--- src/hdl/ucs_pkg.sv ---
// shared widths, codes and types for the cpu utilization window statistics block
`timescale 1ns / 1ps
`default_nettype none
package ucs_pkg;

    localparam int TICK_W      = 31;
    localparam int TOTAL_W     = 35;
    localparam int USAGE_W     = 14;
    localparam int CNT_W       = 11;
    localparam int ACC_W       = 24;
    localparam int NUM_FIELDS  = 10;
    localparam int FIELD_IDX_W = 4;
    localparam int IDLE_FIELD  = 3;
    localparam int MAX_WINDOW  = 1024;
    localparam int Q_BITS      = 14;
    localparam int DIV_W       = TOTAL_W + Q_BITS;
    localparam int DCNT_W      = 4;

    localparam logic [USAGE_W-1:0] FULL_SCALE   = USAGE_W'(10000);
    localparam logic [CNT_W-1:0]   CFG_RESET    = CNT_W'(60);
    localparam logic [CNT_W-1:0]   MAX_WIN_CODE = CNT_W'(MAX_WINDOW);

    // usage class decided by the front part
    localparam logic [1:0] KIND_ZERO = 2'd0;
    localparam logic [1:0] KIND_FULL = 2'd1;
    localparam logic [1:0] KIND_DIV  = 2'd2;

    typedef struct packed {
        logic [1:0]         kind;
        logic [TOTAL_W-1:0] busy;
        logic [TOTAL_W-1:0] dtotal;
    } ucs_job_t;

endpackage
`default_nettype wire

--- src/hdl/ucs_snap_if.sv ---
// snapshot channel: valid, ready and the ten counters
`timescale 1ns / 1ps
`default_nettype none
interface ucs_snap_if;
    import ucs_pkg::*;

    logic              valid;
    logic              ready;
    logic [TICK_W-1:0] user_ticks;
    logic [TICK_W-1:0] nice_ticks;
    logic [TICK_W-1:0] system_ticks;
    logic [TICK_W-1:0] idle_ticks;
    logic [TICK_W-1:0] iowait_ticks;
    logic [TICK_W-1:0] irq_ticks;
    logic [TICK_W-1:0] softirq_ticks;
    logic [TICK_W-1:0] steal_ticks;
    logic [TICK_W-1:0] guest_ticks;
    logic [TICK_W-1:0] guest_lowpri_ticks;

    modport source (
        output valid, user_ticks, nice_ticks, system_ticks, idle_ticks, iowait_ticks,
               irq_ticks, softirq_ticks, steal_ticks, guest_ticks, guest_lowpri_ticks,
        input  ready
    );
    modport sink (
        input  valid, user_ticks, nice_ticks, system_ticks, idle_ticks, iowait_ticks,
               irq_ticks, softirq_ticks, steal_ticks, guest_ticks, guest_lowpri_ticks,
        output ready
    );
endinterface
`default_nettype wire

--- src/hdl/ucs_stats_if.sv ---
// window result channel: valid, ready, min, mean and max usage
`timescale 1ns / 1ps
`default_nettype none
interface ucs_stats_if;
    import ucs_pkg::*;

    logic               valid;
    logic               ready;
    logic [USAGE_W-1:0] min_usage;
    logic [USAGE_W-1:0] mean_usage;
    logic [USAGE_W-1:0] max_usage;

    modport source (output valid, min_usage, mean_usage, max_usage, input ready);
    modport sink (input valid, min_usage, mean_usage, max_usage, output ready);
endinterface
`default_nettype wire

--- src/hdl/ucs_front.sv ---
// front part: takes a snapshot, sums the counters, forms deltas and classifies
`timescale 1ns / 1ps
`default_nettype none
module ucs_front (
    input  wire logic             clk,
    input  wire logic             rst_n,
    ucs_snap_if.sink              snap,
    output logic                  push_valid,
    input  wire logic             push_ready,
    output ucs_pkg::ucs_job_t     push_data
);
    import ucs_pkg::*;

    localparam logic [1:0] F_IDLE  = 2'd0;
    localparam logic [1:0] F_SUM   = 2'd1;
    localparam logic [1:0] F_DIFF  = 2'd2;
    localparam logic [1:0] F_CLASS = 2'd3;

    logic [1:0]             state_reg, state_next;
    logic [TICK_W-1:0]      tick_reg [NUM_FIELDS];
    logic [FIELD_IDX_W-1:0] idx_reg, idx_next;
    logic [TOTAL_W-1:0]     sum_reg, sum_next;
    logic [TOTAL_W-1:0]     prev_total_reg, prev_total_next;
    logic [TICK_W-1:0]      prev_idle_reg, prev_idle_next;
    logic [TOTAL_W:0]       dtotal_reg, dtotal_next;
    logic [TICK_W:0]        didle_reg, didle_next;

    logic                   accept;
    logic [TOTAL_W+1:0]     busy;
    logic                   dt_pos, busy_pos, didle_pos;

    assign snap.ready = (state_reg == F_IDLE);
    assign accept     = snap.valid && snap.ready;

    // busy = dtotal - didle, both sign extended
    assign busy      = {dtotal_reg[TOTAL_W], dtotal_reg}
                     - {{(TOTAL_W - TICK_W + 1){didle_reg[TICK_W]}}, didle_reg};
    assign dt_pos    = !dtotal_reg[TOTAL_W] && (dtotal_reg != '0);
    assign busy_pos  = !busy[TOTAL_W+1] && (busy != '0);
    assign didle_pos = !didle_reg[TICK_W] && (didle_reg != '0);

    always_comb
    begin
        push_data.busy   = busy[TOTAL_W-1:0];
        push_data.dtotal = dtotal_reg[TOTAL_W-1:0];
        if (!dt_pos || !busy_pos)
        begin
            push_data.kind = KIND_ZERO;
        end
        else if (!didle_pos)
        begin
            push_data.kind = KIND_FULL;
        end
        else
        begin
            push_data.kind = KIND_DIV;
        end
    end

    assign push_valid = (state_reg == F_CLASS);

    always_comb
    begin
        state_next      = state_reg;
        idx_next        = idx_reg;
        sum_next        = sum_reg;
        prev_total_next = prev_total_reg;
        prev_idle_next  = prev_idle_reg;
        dtotal_next     = dtotal_reg;
        didle_next      = didle_reg;
        case (state_reg)
            F_IDLE:
            begin
                if (accept)
                begin
                    idx_next   = '0;
                    sum_next   = '0;
                    state_next = F_SUM;
                end
            end
            F_SUM:
            begin
                sum_next = sum_reg + TOTAL_W'(tick_reg[idx_reg]);
                idx_next = idx_reg + 1'b1;
                if (idx_reg == FIELD_IDX_W'(NUM_FIELDS - 1))
                begin
                    state_next = F_DIFF;
                end
            end
            F_DIFF:
            begin
                dtotal_next     = {1'b0, sum_reg} - {1'b0, prev_total_reg};
                didle_next      = {1'b0, tick_reg[IDLE_FIELD]} - {1'b0, prev_idle_reg};
                prev_total_next = sum_reg;
                prev_idle_next  = tick_reg[IDLE_FIELD];
                state_next      = F_CLASS;
            end
            F_CLASS:
            begin
                if (push_ready)
                begin
                    state_next = F_IDLE;
                end
            end
            default:
            begin
                state_next = F_IDLE;
            end
        endcase
    end

    always_ff @(posedge clk or negedge rst_n)
    begin
        if (!rst_n)
        begin
            state_reg      <= F_IDLE;
            prev_total_reg <= '0;
            prev_idle_reg  <= '0;
        end
        else
        begin
            state_reg      <= state_next;
            prev_total_reg <= prev_total_next;
            prev_idle_reg  <= prev_idle_next;
        end
    end

    always_ff @(posedge clk)
    begin
        idx_reg    <= idx_next;
        sum_reg    <= sum_next;
        dtotal_reg <= dtotal_next;
        didle_reg  <= didle_next;
        if (accept)
        begin
            tick_reg[0] <= snap.user_ticks;
            tick_reg[1] <= snap.nice_ticks;
            tick_reg[2] <= snap.system_ticks;
            tick_reg[3] <= snap.idle_ticks;
            tick_reg[4] <= snap.iowait_ticks;
            tick_reg[5] <= snap.irq_ticks;
            tick_reg[6] <= snap.softirq_ticks;
            tick_reg[7] <= snap.steal_ticks;
            tick_reg[8] <= snap.guest_ticks;
            tick_reg[9] <= snap.guest_lowpri_ticks;
        end
    end

endmodule
`default_nettype wire

--- src/hdl/ucs_fifo.sv ---
// two-entry job queue between the front and back parts
`timescale 1ns / 1ps
`default_nettype none
module ucs_fifo (
    input  wire logic              clk,
    input  wire logic              rst_n,
    input  wire logic              push_valid,
    output logic                   push_ready,
    input  wire ucs_pkg::ucs_job_t push_data,
    output logic                   pop_valid,
    input  wire logic              pop_ready,
    output ucs_pkg::ucs_job_t      pop_data
);
    import ucs_pkg::*;

    ucs_job_t   entry_reg [2];
    logic       wr_ptr_reg, rd_ptr_reg;
    logic [1:0] cnt_reg, cnt_next;
    logic       do_push, do_pop;

    assign push_ready = (cnt_reg != 2'd2);
    assign pop_valid  = (cnt_reg != 2'd0);
    assign pop_data   = entry_reg[rd_ptr_reg];
    assign do_push    = push_valid && push_ready;
    assign do_pop     = pop_valid && pop_ready;

    always_comb
    begin
        cnt_next = cnt_reg;
        if (do_push && !do_pop)
        begin
            cnt_next = cnt_reg + 2'd1;
        end
        else if (do_pop && !do_push)
        begin
            cnt_next = cnt_reg - 2'd1;
        end
    end

    always_ff @(posedge clk or negedge rst_n)
    begin
        if (!rst_n)
        begin
            wr_ptr_reg <= 1'b0;
            rd_ptr_reg <= 1'b0;
            cnt_reg    <= 2'd0;
        end
        else
        begin
            cnt_reg <= cnt_next;
            if (do_push)
            begin
                wr_ptr_reg <= !wr_ptr_reg;
            end
            if (do_pop)
            begin
                rd_ptr_reg <= !rd_ptr_reg;
            end
        end
    end

    always_ff @(posedge clk)
    begin
        if (do_push)
        begin
            entry_reg[wr_ptr_reg] <= push_data;
        end
    end

endmodule
`default_nettype wire

--- src/hdl/ucs_back.sv ---
// back part: serial usage divide, window trackers, mean divide, result register
`timescale 1ns / 1ps
`default_nettype none
module ucs_back (
    input  wire logic                      clk,
    input  wire logic                      rst_n,
    input  wire logic                      pop_valid,
    output logic                           pop_ready,
    input  wire ucs_pkg::ucs_job_t         pop_data,
    input  wire logic [ucs_pkg::CNT_W-1:0] win_len,
    ucs_stats_if.source                    stats
);
    import ucs_pkg::*;

    localparam logic [2:0] B_IDLE = 3'd0;
    localparam logic [2:0] B_MUL  = 3'd1;
    localparam logic [2:0] B_DIV  = 3'd2;
    localparam logic [2:0] B_UPD  = 3'd3;
    localparam logic [2:0] B_OUT  = 3'd4;

    logic [2:0]         state_reg, state_next;
    logic [TOTAL_W-1:0] busy_reg, dtotal_reg;
    logic [DIV_W-1:0]   rem_reg, rem_next;
    logic [DIV_W-1:0]   dvsr_reg, dvsr_next;
    logic [DCNT_W-1:0]  dcnt_reg, dcnt_next;
    logic [USAGE_W-1:0] q_reg, q_next;
    logic               mean_mode_reg, mean_mode_next;

    logic [USAGE_W-1:0] win_min_reg, win_min_next;
    logic [USAGE_W-1:0] win_max_reg, win_max_next;
    logic [ACC_W-1:0]   acc_reg, acc_next;
    logic [CNT_W-1:0]   count_reg, count_next;
    logic [USAGE_W-1:0] res_min_reg, res_min_next;
    logic [USAGE_W-1:0] res_max_reg, res_max_next;

    logic               out_valid_reg, out_valid_next;
    logic [USAGE_W-1:0] out_min_reg, out_mean_reg, out_max_reg;
    logic               out_load;

    logic [USAGE_W-1:0] upd_min, upd_max;
    logic [ACC_W-1:0]   upd_acc;
    logic [CNT_W-1:0]   upd_count;
    logic               step_ge;

    assign pop_ready = (state_reg == B_IDLE);

    assign stats.valid      = out_valid_reg;
    assign stats.min_usage  = out_min_reg;
    assign stats.mean_usage = out_mean_reg;
    assign stats.max_usage  = out_max_reg;

    assign upd_min   = (q_reg < win_min_reg) ? q_reg : win_min_reg;
    assign upd_max   = (q_reg > win_max_reg) ? q_reg : win_max_reg;
    assign upd_acc   = acc_reg + ACC_W'(q_reg);
    assign upd_count = count_reg + 1'b1;
    assign step_ge   = (rem_reg >= dvsr_reg);
    assign out_load  = (state_reg == B_OUT) && (!out_valid_reg || stats.ready);

    always_comb
    begin
        state_next     = state_reg;
        rem_next       = rem_reg;
        dvsr_next      = dvsr_reg;
        dcnt_next      = dcnt_reg;
        q_next         = q_reg;
        mean_mode_next = mean_mode_reg;
        win_min_next   = win_min_reg;
        win_max_next   = win_max_reg;
        acc_next       = acc_reg;
        count_next     = count_reg;
        res_min_next   = res_min_reg;
        res_max_next   = res_max_reg;
        out_valid_next = out_valid_reg;
        if (out_valid_reg && stats.ready)
        begin
            out_valid_next = 1'b0;
        end
        case (state_reg)
            B_IDLE:
            begin
                if (pop_valid)
                begin
                    case (pop_data.kind)
                        KIND_DIV:
                        begin
                            state_next = B_MUL;
                        end
                        KIND_FULL:
                        begin
                            q_next     = FULL_SCALE;
                            state_next = B_UPD;
                        end
                        default:
                        begin
                            q_next     = '0;
                            state_next = B_UPD;
                        end
                    endcase
                end
            end
            B_MUL:
            begin
                // quotient stays below full scale, so fourteen bits suffice
                rem_next       = DIV_W'(busy_reg) * DIV_W'(FULL_SCALE);
                dvsr_next      = DIV_W'(dtotal_reg) << (Q_BITS - 1);
                dcnt_next      = DCNT_W'(Q_BITS - 1);
                q_next         = '0;
                mean_mode_next = 1'b0;
                state_next     = B_DIV;
            end
            B_DIV:
            begin
                if (step_ge)
                begin
                    rem_next = rem_reg - dvsr_reg;
                end
                q_next    = {q_reg[USAGE_W-2:0], step_ge};
                dvsr_next = dvsr_reg >> 1;
                dcnt_next = dcnt_reg - 1'b1;
                if (dcnt_reg == '0)
                begin
                    state_next = mean_mode_reg ? B_OUT : B_UPD;
                end
            end
            B_UPD:
            begin
                if (upd_count >= win_len)
                begin
                    // window closes: keep min and max, divide the sum, clear trackers
                    res_min_next   = upd_min;
                    res_max_next   = upd_max;
                    rem_next       = DIV_W'(upd_acc);
                    dvsr_next      = DIV_W'(upd_count) << (Q_BITS - 1);
                    dcnt_next      = DCNT_W'(Q_BITS - 1);
                    q_next         = '0;
                    mean_mode_next = 1'b1;
                    win_min_next   = FULL_SCALE;
                    win_max_next   = '0;
                    acc_next       = '0;
                    count_next     = '0;
                    state_next     = B_DIV;
                end
                else
                begin
                    win_min_next = upd_min;
                    win_max_next = upd_max;
                    acc_next     = upd_acc;
                    count_next   = upd_count;
                    state_next   = B_IDLE;
                end
            end
            B_OUT:
            begin
                if (out_load)
                begin
                    out_valid_next = 1'b1;
                    state_next     = B_IDLE;
                end
            end
            default:
            begin
                state_next = B_IDLE;
            end
        endcase
    end

    always_ff @(posedge clk or negedge rst_n)
    begin
        if (!rst_n)
        begin
            state_reg     <= B_IDLE;
            mean_mode_reg <= 1'b0;
            win_min_reg   <= FULL_SCALE;
            win_max_reg   <= '0;
            acc_reg       <= '0;
            count_reg     <= '0;
            out_valid_reg <= 1'b0;
        end
        else
        begin
            state_reg     <= state_next;
            mean_mode_reg <= mean_mode_next;
            win_min_reg   <= win_min_next;
            win_max_reg   <= win_max_next;
            acc_reg       <= acc_next;
            count_reg     <= count_next;
            out_valid_reg <= out_valid_next;
        end
    end

    always_ff @(posedge clk)
    begin
        rem_reg     <= rem_next;
        dvsr_reg    <= dvsr_next;
        dcnt_reg    <= dcnt_next;
        q_reg       <= q_next;
        res_min_reg <= res_min_next;
        res_max_reg <= res_max_next;
        if (pop_valid && pop_ready)
        begin
            busy_reg   <= pop_data.busy;
            dtotal_reg <= pop_data.dtotal;
        end
        if (out_load)
        begin
            out_min_reg  <= res_min_reg;
            out_mean_reg <= q_reg;
            out_max_reg  <= res_max_reg;
        end
    end

    // usage from either path never exceeds full scale
    a_usage_range: assert property (@(posedge clk) disable iff (!rst_n)
        state_reg == B_UPD |-> q_reg <= FULL_SCALE)
        else $error("usage above full scale");

    // window count never runs past the largest window
    a_count_range: assert property (@(posedge clk) disable iff (!rst_n)
        count_reg < MAX_WIN_CODE)
        else $error("window count overflow");

    // a fresh result has its mean between min and max
    a_mean_order: assert property (@(posedge clk) disable iff (!rst_n)
        $past(out_load) |-> (out_min_reg <= out_mean_reg) && (out_mean_reg <= out_max_reg))
        else $error("mean outside min and max");

endmodule
`default_nettype wire

--- src/hdl/cpu_utilization_window_stats.sv ---
// top level of the cpu utilization window statistics block
// a window-closing item goes through the front, the queue, the usage divide and the update,
//   then the mean divide and the output register before the result valid rises
// the back part takes a new item only in its idle state; items classed for division use its
//   14-step serial divider, and a window-closing item also holds it for the mean divide
// reset: asynchronous, clears previous counts and window trackers, window length 60
`timescale 1ns / 1ps
`default_nettype none
module cpu_utilization_window_stats (
    input  wire logic                      clk,
    input  wire logic                      rst_n,
    ucs_snap_if.sink                       snap,
    ucs_stats_if.source                    stats,
    input  wire logic                      cfg_we,
    input  wire logic [ucs_pkg::CNT_W-1:0] cfg_wdata
);
    import ucs_pkg::*;

    // window length register and its clamped form
    logic [CNT_W-1:0] cfg_reg;
    logic [CNT_W-1:0] win_len;

    // queue between front and back parts
    logic     push_valid, push_ready;
    ucs_job_t push_data;
    logic     pop_valid, pop_ready;
    ucs_job_t pop_data;

    always_ff @(posedge clk or negedge rst_n)
    begin
        if (!rst_n)
        begin
            cfg_reg <= CFG_RESET;
        end
        else if (cfg_we)
        begin
            cfg_reg <= cfg_wdata;
        end
    end

    // zero counts as one sample, anything above the largest window saturates
    always_comb
    begin
        if (cfg_reg == '0)
        begin
            win_len = CNT_W'(1);
        end
        else if (cfg_reg > MAX_WIN_CODE)
        begin
            win_len = MAX_WIN_CODE;
        end
        else
        begin
            win_len = cfg_reg;
        end
    end

    // front: accept, sum the ten counters, take deltas, classify usage
    ucs_front u_front (
        .clk        (clk),
        .rst_n      (rst_n),
        .snap       (snap),
        .push_valid (push_valid),
        .push_ready (push_ready),
        .push_data  (push_data)
    );

    // short queue so the front can take the next snapshot while the back divides
    ucs_fifo u_fifo (
        .clk        (clk),
        .rst_n      (rst_n),
        .push_valid (push_valid),
        .push_ready (push_ready),
        .push_data  (push_data),
        .pop_valid  (pop_valid),
        .pop_ready  (pop_ready),
        .pop_data   (pop_data)
    );

    // back: usage divide, window min, max and sum, mean divide, result register
    ucs_back u_back (
        .clk       (clk),
        .rst_n     (rst_n),
        .pop_valid (pop_valid),
        .pop_ready (pop_ready),
        .pop_data  (pop_data),
        .win_len   (win_len),
        .stats     (stats)
    );

endmodule
`default_nettype wire
--- src/flat_wrapper.sv ---
// flat-port wrapper written by rule: the top's interface ports become plain ports
module cpu_utilization_window_stats_flat import ucs_pkg::*;
  (clk, rst_n, cfg_we, cfg_wdata, snap_valid, snap_user_ticks, snap_nice_ticks, snap_system_ticks, snap_idle_ticks, snap_iowait_ticks, snap_irq_ticks, snap_softirq_ticks, snap_steal_ticks, snap_guest_ticks, snap_guest_lowpri_ticks, snap_ready, stats_valid, stats_min_usage, stats_mean_usage, stats_max_usage, stats_ready);
  ucs_snap_if snap_i ();
  ucs_stats_if stats_i ();
  input  wire logic clk;
  input  wire logic rst_n;
  input  wire logic cfg_we;
  input  wire logic [ucs_pkg::CNT_W-1:0] cfg_wdata;
  input wire logic [$bits(snap_i.valid)-1:0] snap_valid;
  input wire logic [$bits(snap_i.user_ticks)-1:0] snap_user_ticks;
  input wire logic [$bits(snap_i.nice_ticks)-1:0] snap_nice_ticks;
  input wire logic [$bits(snap_i.system_ticks)-1:0] snap_system_ticks;
  input wire logic [$bits(snap_i.idle_ticks)-1:0] snap_idle_ticks;
  input wire logic [$bits(snap_i.iowait_ticks)-1:0] snap_iowait_ticks;
  input wire logic [$bits(snap_i.irq_ticks)-1:0] snap_irq_ticks;
  input wire logic [$bits(snap_i.softirq_ticks)-1:0] snap_softirq_ticks;
  input wire logic [$bits(snap_i.steal_ticks)-1:0] snap_steal_ticks;
  input wire logic [$bits(snap_i.guest_ticks)-1:0] snap_guest_ticks;
  input wire logic [$bits(snap_i.guest_lowpri_ticks)-1:0] snap_guest_lowpri_ticks;
  output wire logic [$bits(snap_i.ready)-1:0] snap_ready;
  output wire logic [$bits(stats_i.valid)-1:0] stats_valid;
  output wire logic [$bits(stats_i.min_usage)-1:0] stats_min_usage;
  output wire logic [$bits(stats_i.mean_usage)-1:0] stats_mean_usage;
  output wire logic [$bits(stats_i.max_usage)-1:0] stats_max_usage;
  input wire logic [$bits(stats_i.ready)-1:0] stats_ready;
  assign snap_i.valid = snap_valid;
  assign snap_i.user_ticks = snap_user_ticks;
  assign snap_i.nice_ticks = snap_nice_ticks;
  assign snap_i.system_ticks = snap_system_ticks;
  assign snap_i.idle_ticks = snap_idle_ticks;
  assign snap_i.iowait_ticks = snap_iowait_ticks;
  assign snap_i.irq_ticks = snap_irq_ticks;
  assign snap_i.softirq_ticks = snap_softirq_ticks;
  assign snap_i.steal_ticks = snap_steal_ticks;
  assign snap_i.guest_ticks = snap_guest_ticks;
  assign snap_i.guest_lowpri_ticks = snap_guest_lowpri_ticks;
  assign snap_ready = snap_i.ready;
  assign stats_valid = stats_i.valid;
  assign stats_min_usage = stats_i.min_usage;
  assign stats_mean_usage = stats_i.mean_usage;
  assign stats_max_usage = stats_i.max_usage;
  assign stats_i.ready = stats_ready;
  cpu_utilization_window_stats u_core (.clk(clk), .rst_n(rst_n), .snap(snap_i), .stats(stats_i), .cfg_we(cfg_we), .cfg_wdata(cfg_wdata));
endmodule
--- config.mk ---
export PLATFORM = sky130hd
export DESIGN_NAME = cpu_utilization_window_stats_flat
export DESIGN_NICKNAME = d
export VERILOG_FILES = /design/src/hdl/ucs_pkg.sv /design/src/hdl/ucs_snap_if.sv /design/src/hdl/ucs_stats_if.sv /design/src/hdl/ucs_front.sv /design/src/hdl/ucs_fifo.sv /design/src/hdl/ucs_back.sv /design/src/hdl/cpu_utilization_window_stats.sv /design/src/flat_wrapper.sv
export SDC_FILE = /design/constraint.sdc
export NUM_CORES = 2
export LEC_CHECK = 0
export ABC_AREA = 1
export BUFFER_PORTS_ARGS = -buffer_cell sky130_fd_sc_hd__buf_2
export CAP_MARGIN = 20
export CORE_AREA = 2 2 445 447
export DETAILED_ROUTE_END_ITERATION = 10
export DIE_AREA = 0 0 447 449
export HOLD_SLACK_MARGIN = 0.12
export PLACE_DENSITY = 0.57
export REMOVE_ABC_BUFFERS = 1
export SLEW_MARGIN = 10
export SYNTH_ARGS = -nofsm -noshare
export SYNTH_HDL_FRONTEND = slang
export SYNTH_HIERARCHICAL = 1
export SYNTH_SLANG_ARGS = --single-unit
export TNS_END_PERCENT = 5
--- constraint.sdc ---
create_clock -name clk -period 20.2 [get_ports clk]
set_input_delay 2.02 -clock clk [delete_from_list [all_inputs] [get_ports clk]]
set_output_delay 2.02 -clock clk [all_outputs]
set_load 0.03 [all_outputs]
After elaboration in Yosys (flattened, before gate mapping)
Memories as Yosys holds them, arrays and structs flattened. A register that Yosys moved wholly into a read port is not among the register bits. Index checks and enable logic that the tools add are counted.

RAM bits: 454. Output and inout port bits: 44. Word-level logic and storage cells: 159. Memories kept: 2. Bits in registers: 514.

Memories: u_core.u_front.tick_reg (depth 10, width 31, read ports 2, clocked after memory_dff 1, wr ports 10, RTL line ucs_front.sv:20) `logic [TICK_W-1:0] tick_reg [NUM_FIELDS];`; u_core.u_fifo.entry_reg (depth 2, width 72, read ports 1, clocked after memory_dff 0, wr ports 1, RTL line ucs_fifo.sv:16) `ucs_job_t entry_reg [2];`.

Order comparisons: 5. Multipliers: 1. Reduce and logical (&&, ||, !) cells: 43. Equality and inequality tests: 20. Multiplexer cells: 48. $add $sub $neg: 11.

Operator list (count): 49-bit one-hot mux with 3 select lines (2); 49-bit two-way mux (3); 14-bit two-way mux (6); 35-bit one-hot mux with 2 select lines (1); 14-bit one-hot mux with 4 select lines (1); 49-bit >= comparator (1); 49-bit subtractor (1); 35-bit by 10-bit multiplier with 45-bit output, second input constant (1); 37-bit nonzero test (1); 36-bit by 32-bit subtractor with 37-bit output (1); 36-bit nonzero test (1); 35-bit by 35-bit subtractor with 36-bit output (1); 35-bit by 31-bit adder with 35-bit output (1); 35-bit two-way mux (1); 11-bit two-way mux (3); 32-bit nonzero test (1); 31-bit by 31-bit subtractor with 32-bit output (1); 14-bit one-hot mux with 2 select lines (1); 24-bit by 14-bit adder with 24-bit output (1); 24-bit two-way mux (1); 2-bit two-way mux (9); 2-bit inequality test, second input constant (8); 3-bit one-hot mux with 5 select lines (1); 14-bit > comparator (1); other kinds (35) (79).

Longest topological paths before layout
Word-level depth: 6. Depth in mapped cells: 25. Depth with buffers taken out: 25.

Hierarchy
The synthesis kept the hierarchy.

By module, submodules not included: ucs_front (cells each 2839, instances 1, area each 27024.7 sq um); ucs_back (cells each 3341, instances 1, area each 25503.2 sq um); ucs_fifo (cells each 404, instances 1, area each 5482.8 sq um); cpu_utilization_window_stats (cells each 73, instances 1, area each 586.8 sq um).

Least setup slack after synthesis
Ideal clock, no wire load.

Path kind: input port to flip-flop. Start: in snap_valid. End: mem u_core.u_front.tick_reg[0][0], enable pin. Buffers on the path: 0. Data required time: 19.541 ns. Stages: 2. Path slack: 11.478 ns. Arrival: 8.063 ns. Cell sequence: nand2_1 > inv_1.

RTL lines: from (decl) (RTL line flat_wrapper.sv:10) `input wire logic [$bits(snap_i.valid)-1:0] snap_valid;`; to (decl) (RTL line ucs_front.sv:20).

Worst setup path after layout
Start: reg u_core.u_back.state_reg[2]. End: reg u_core.u_back.rem_reg[39], enable pin.

Word-level cells in the longest chain between the ends: 3.

RTL lines: from (decl) (RTL line ucs_back.sv:21) `logic [2:0] state_reg, state_next;`; from (signal assigned) (RTL line ucs_back.sv:181) `state_reg <= state_next;`; 3-bit by 2-bit == test with 1-bit output / 3-bit by 1-bit == test with 1-bit output (equally long branches) (RTL line ucs_back.sv:78) `case (state_reg)`; 2-bit inequality test (no source line) / 3-bit nonzero test (equally long branches); 3-bit AND reduction (no source line) *; to (signal assigned) (RTL line ucs_back.sv:193) `rem_reg <= rem_next;`; to (decl) (RTL line ucs_back.sv:23) `logic [DIV_W-1:0] rem_reg, rem_next;`.

Mark *: on every way between the ends. The rest lies on a longest branch, timed or not. A chain may end at the register's enable or synchronous reset.

==> results by group <==
Min path
  • WHS Endpoint: u_core/u_back/stats.max_usage[7]$_DFFE_PP_
  • HP Start: u_core/u_back/res_max_reg[7]$_DFFE_PP_
  • Hold Path Class: reg -> reg
  • Min-Delay Path Depth: 0

Cells and area
  • Filler cells: 20360
  • Max reg flops: 310
  • Share of cells above drive strength 1: 9.611%
  • Layout area overhead: 14.38%
  • Final non-filler cell total: 9738
  • Final Util: 34.16%
  • Nets: 7799

CTS
  • Maximum clock insertion buffer count: 3
  • TritonCTS clock tree: yes
  • Worst skew pair latency: 750 ps
  • Post-CTS setup buffers: 0
  • Total CTS buffers: 108
  • Hold Buf Count CTS: 0
  • Htree depth: 3
  • Clock slew seen by the registers of the worst setup and hold paths: 60 ps
  • Root Driver: clkbuf_16
  • Post-CTS Resized: 0
  • Clk sinks: 971

Setup path
  • Reg2Reg Setup Slack: 14700 ps
  • Crit-path max cell delay: 700 ps
  • Worst reg2reg startpoint: u_core/u_back/state_reg[2]$_DFFE_PN0P_
  • Worst path top cell family by delay: buffers and inverters
  • Most Frequent Cell on Critical Path: nor2_4
  • Critical Path RT: 20590 ps
  • Worst Path Arrival: 5880 ps
  • CP Capture Type: flip-flop
  • Critical-path top delay cell: nor2_4
  • WS Path Type: reg -> reg
  • Reg-to-reg endpoint: u_core/u_back/rem_reg[39]$_DFFE_PP_
  • Worst path bufs/invs: 6
  • CP cell instances: nor2_4 > inv_4 > nor2_8 > inv_4 > nor2_4 > buf_16 > nor2_4 > buf_4 > nand2_1 > clkinv_1 > buf_4
  • Startpoint class of the critical path: flip-flop
  • Max FO, Critical Path: 69
  • Reg2Reg Depth: 11

Placed design
  • GPL Wtd Cong: 0.9020
  • Placed insts: 9536
  • DP Wirelength: 124.7 mm
  • Port Buffer Count: 369

Floorplan
  • Core area: 0.1962 mm²
  • # rows: 163
  • Initial cell density of the core: 29.87%
  • Die Wd: 447 µm
  • Chip Height: 449 µm
  • IO Count: 370
  • Die ar.: 0.2007 mm²

STA
  • Fin crit period: 5499 ps
  • Fin crit share: 27.22%
  • Final Hold Viols: 0
  • Worst Clk Skew: 78.65 ps
  • Slew @ Worst Pin: 1131 ps
  • Worst rel slew slack: 24.57%
  • RSZ-0062 raised after global routing: false
  • Fmax: 181.8 MHz
  • Setup TNS: 0 ps
  • Final Setup Violations: 0
  • Final max-slew violation count: 0

Synthesis
  • Share of the yosys chip area belonging to registers: 48.42%
  • EDFF count, synth: 816
  • Post-synthesis register bit count: 971
  • Area leader, netlist: edfxtp_1
  • Synth top area share: 41.82%
  • Avg Inst Size Synth: 8.802 µm²
  • Synth Flop Type: edfxtp_1
  • Warnings, synthesis: 6
  • Distinct cells, synth: 64
  • Synth area leaders: edfxtp_1 42%, nand2_1 11%, ha_1 7.9%
  • Mapped Cells: 6657
  • Post-synthesis cell area: 0.05860 mm²
  • Top-count cell post-synth: nand2_1
  • Async SR Flop Fraction: 15.55%
  • Top cells by count, synth: 1792 x nand2_1, 1189 x inv_1, 816 x edfxtp_1

Drt
  • Initial DRC count: 2974
  • Via count: 44470
  • Vias per Instance: 4.567
  • Post-Route WL: 159.5 mm
  • Post-route ant nets: 0
  • Wirelength per Cell: 16.38 µm
  • Post-route DRC: 0
  • Drt pass-1 iters: 6

Global routing
  • First-pass GRT wire length: 248.0 mm
  • Largest net degree at the start of global routing: 97
  • Number of global-route vias before repair: 44570
  • GRT overflow: 0
  • GRT Total Usage: 15.68%
  • Initial antenna violation count: 6

Outcome
  • Status: complete, no violations

Flow run
  • MaxCap Viol Count: 0
[cells in the final DEF, fill, tap and decap left out, types with 14 or more instances in the layout]
| cell | netlist | layout |
|---|---|---|
| edfxtp_1 | 816 | 816 |
| and2_1 | 20 | 20 |
| a21oi_1 | 341 | 341 |
| o21ai_0 | 354 | 354 |
| o21ai_2 | 15 | 15 |
| buf_2 | 41 | 368 |
| o211ai_1 | 73 | 73 |
| clkbuf_1 | 64 | 23 |
| nand4_1 | 50 | 50 |
| nand2_2 | 14 | 14 |
| a31oi_1 | 18 | 18 |
| clkbuf_16 | 0 | 110 |
| nor2_2 | 16 | 16 |
| bufinv_16 | 0 | 18 |
| or2_2 | 15 | 15 |
| nand3b_1 | 24 | 24 |
| xor2_1 | 64 | 64 |
| xnor2_1 | 27 | 27 |
| nor2_1 | 428 | 423 |
| nor4_1 | 23 | 23 |
| fa_1 | 98 | 98 |
| nand3_1 | 310 | 310 |
| inv_1 | 1189 | 1187 |
| o21bai_1 | 25 | 25 |
| mux2i_1 | 93 | 93 |
| o21ai_1 | 18 | 17 |
| ha_1 | 369 | 368 |
| a21o_1 | 21 | 21 |
| nand2_1 | 1792 | 1792 |
| o21a_1 | 14 | 14 |
| clkinv_2 | 0 | 15 |
| nor3_1 | 32 | 32 |
| buf_4 | 40 | 29 |
| dfrtp_1 | 142 | 141 |
[per-stage QoR]
step / hold WS [ps] / setup WS, ps / instance area, µm²
floorplan: 400.3 / 11480 / 57710
global placement: 406.1 / 14340 / 63160
detailed placement: 404.5 / 14230 / 63240
CTS: 416.9 / 14550 / 67020
global route: 427.9 / 14160 / 67020
finish: 415.9 / 14700 / 67020
[cell type report]
type,count,area (µm²),area share (%)
sequential,971,28380,42.34
multi-input combinational,4326,24900,37.15
inverter,1198,4509,6.728
tap,2640,3303,4.928
clock buffer,140,2935,4.379
timing repair buffer,401,2146,3.202
clock inverter,60,847.1,1.264
antenna,2,5.005,0.007467
[worst max path at each step]
stage	cells past startpoint	from	end
4_1_cts	11	u_core/u_back/state_reg[2]$_DFFE_PN0P_	u_core/u_back/rem_reg[39]$_DFFE_PP_
3_5_place_dp	6	snap_valid	u_core/u_front/tick_reg[7][29]$_DFFE_PP_
3_3_place_gp	6	snap_valid	u_core/u_front/tick_reg[0][29]$_DFFE_PP_
2_1_floorplan	2	snap_valid	u_core/u_front/tick_reg[0][0]$_DFFE_PP_
5_1_grt	19	flip-flop	u_core/u_front/sum_reg[33]$_SDFFCE_PN0P_
6_report	11	u_core/u_back/state_reg[2]$_DFFE_PN0P_	u_core/u_back/rem_reg[39]$_DFFE_PP_
[kinds of logic after synthesis]
| kind of cell | after synthesis | share of synthesized area (%) |
|---|---|---|
| simple gates | 2748 | 19.33 |
| buf+inv | 1360 | 9.194 |
| flops | 971 | 48.42 |
| compound gates | 925 | 8.842 |
| fa+ha+maj | 467 | 11.23 |
| mux | 95 | 1.627 |
| xor+xnor | 91 | 1.360 |
[worst register-to-register path: stages (launching register included)]
cell and delay [ps]:
dfrtp_1 450, nor2_4 450, inv_4 400, nor2_8 690, inv_4 420, nor2_4 700, buf_16 250, nor2_4 40
buf_4 350, nand2_1 190, clkinv_1 650, buf_4 540
[metal layers]
layer / share of wire (%) / vias to the layer above / track usage, %
met2: 49 / 1003 / 27.35
li1: - / 22460 / -
met1: 44 / 20790 / 19.99
met4: 2.6 / 8 / 4.397
met3: 4.7 / 212 / 2.383
met5: 0.035 / - / 0
Power is left out: the tool's default activity adds up to more than one toggle a clock period on the data nets, which glitch-free logic cannot reach.
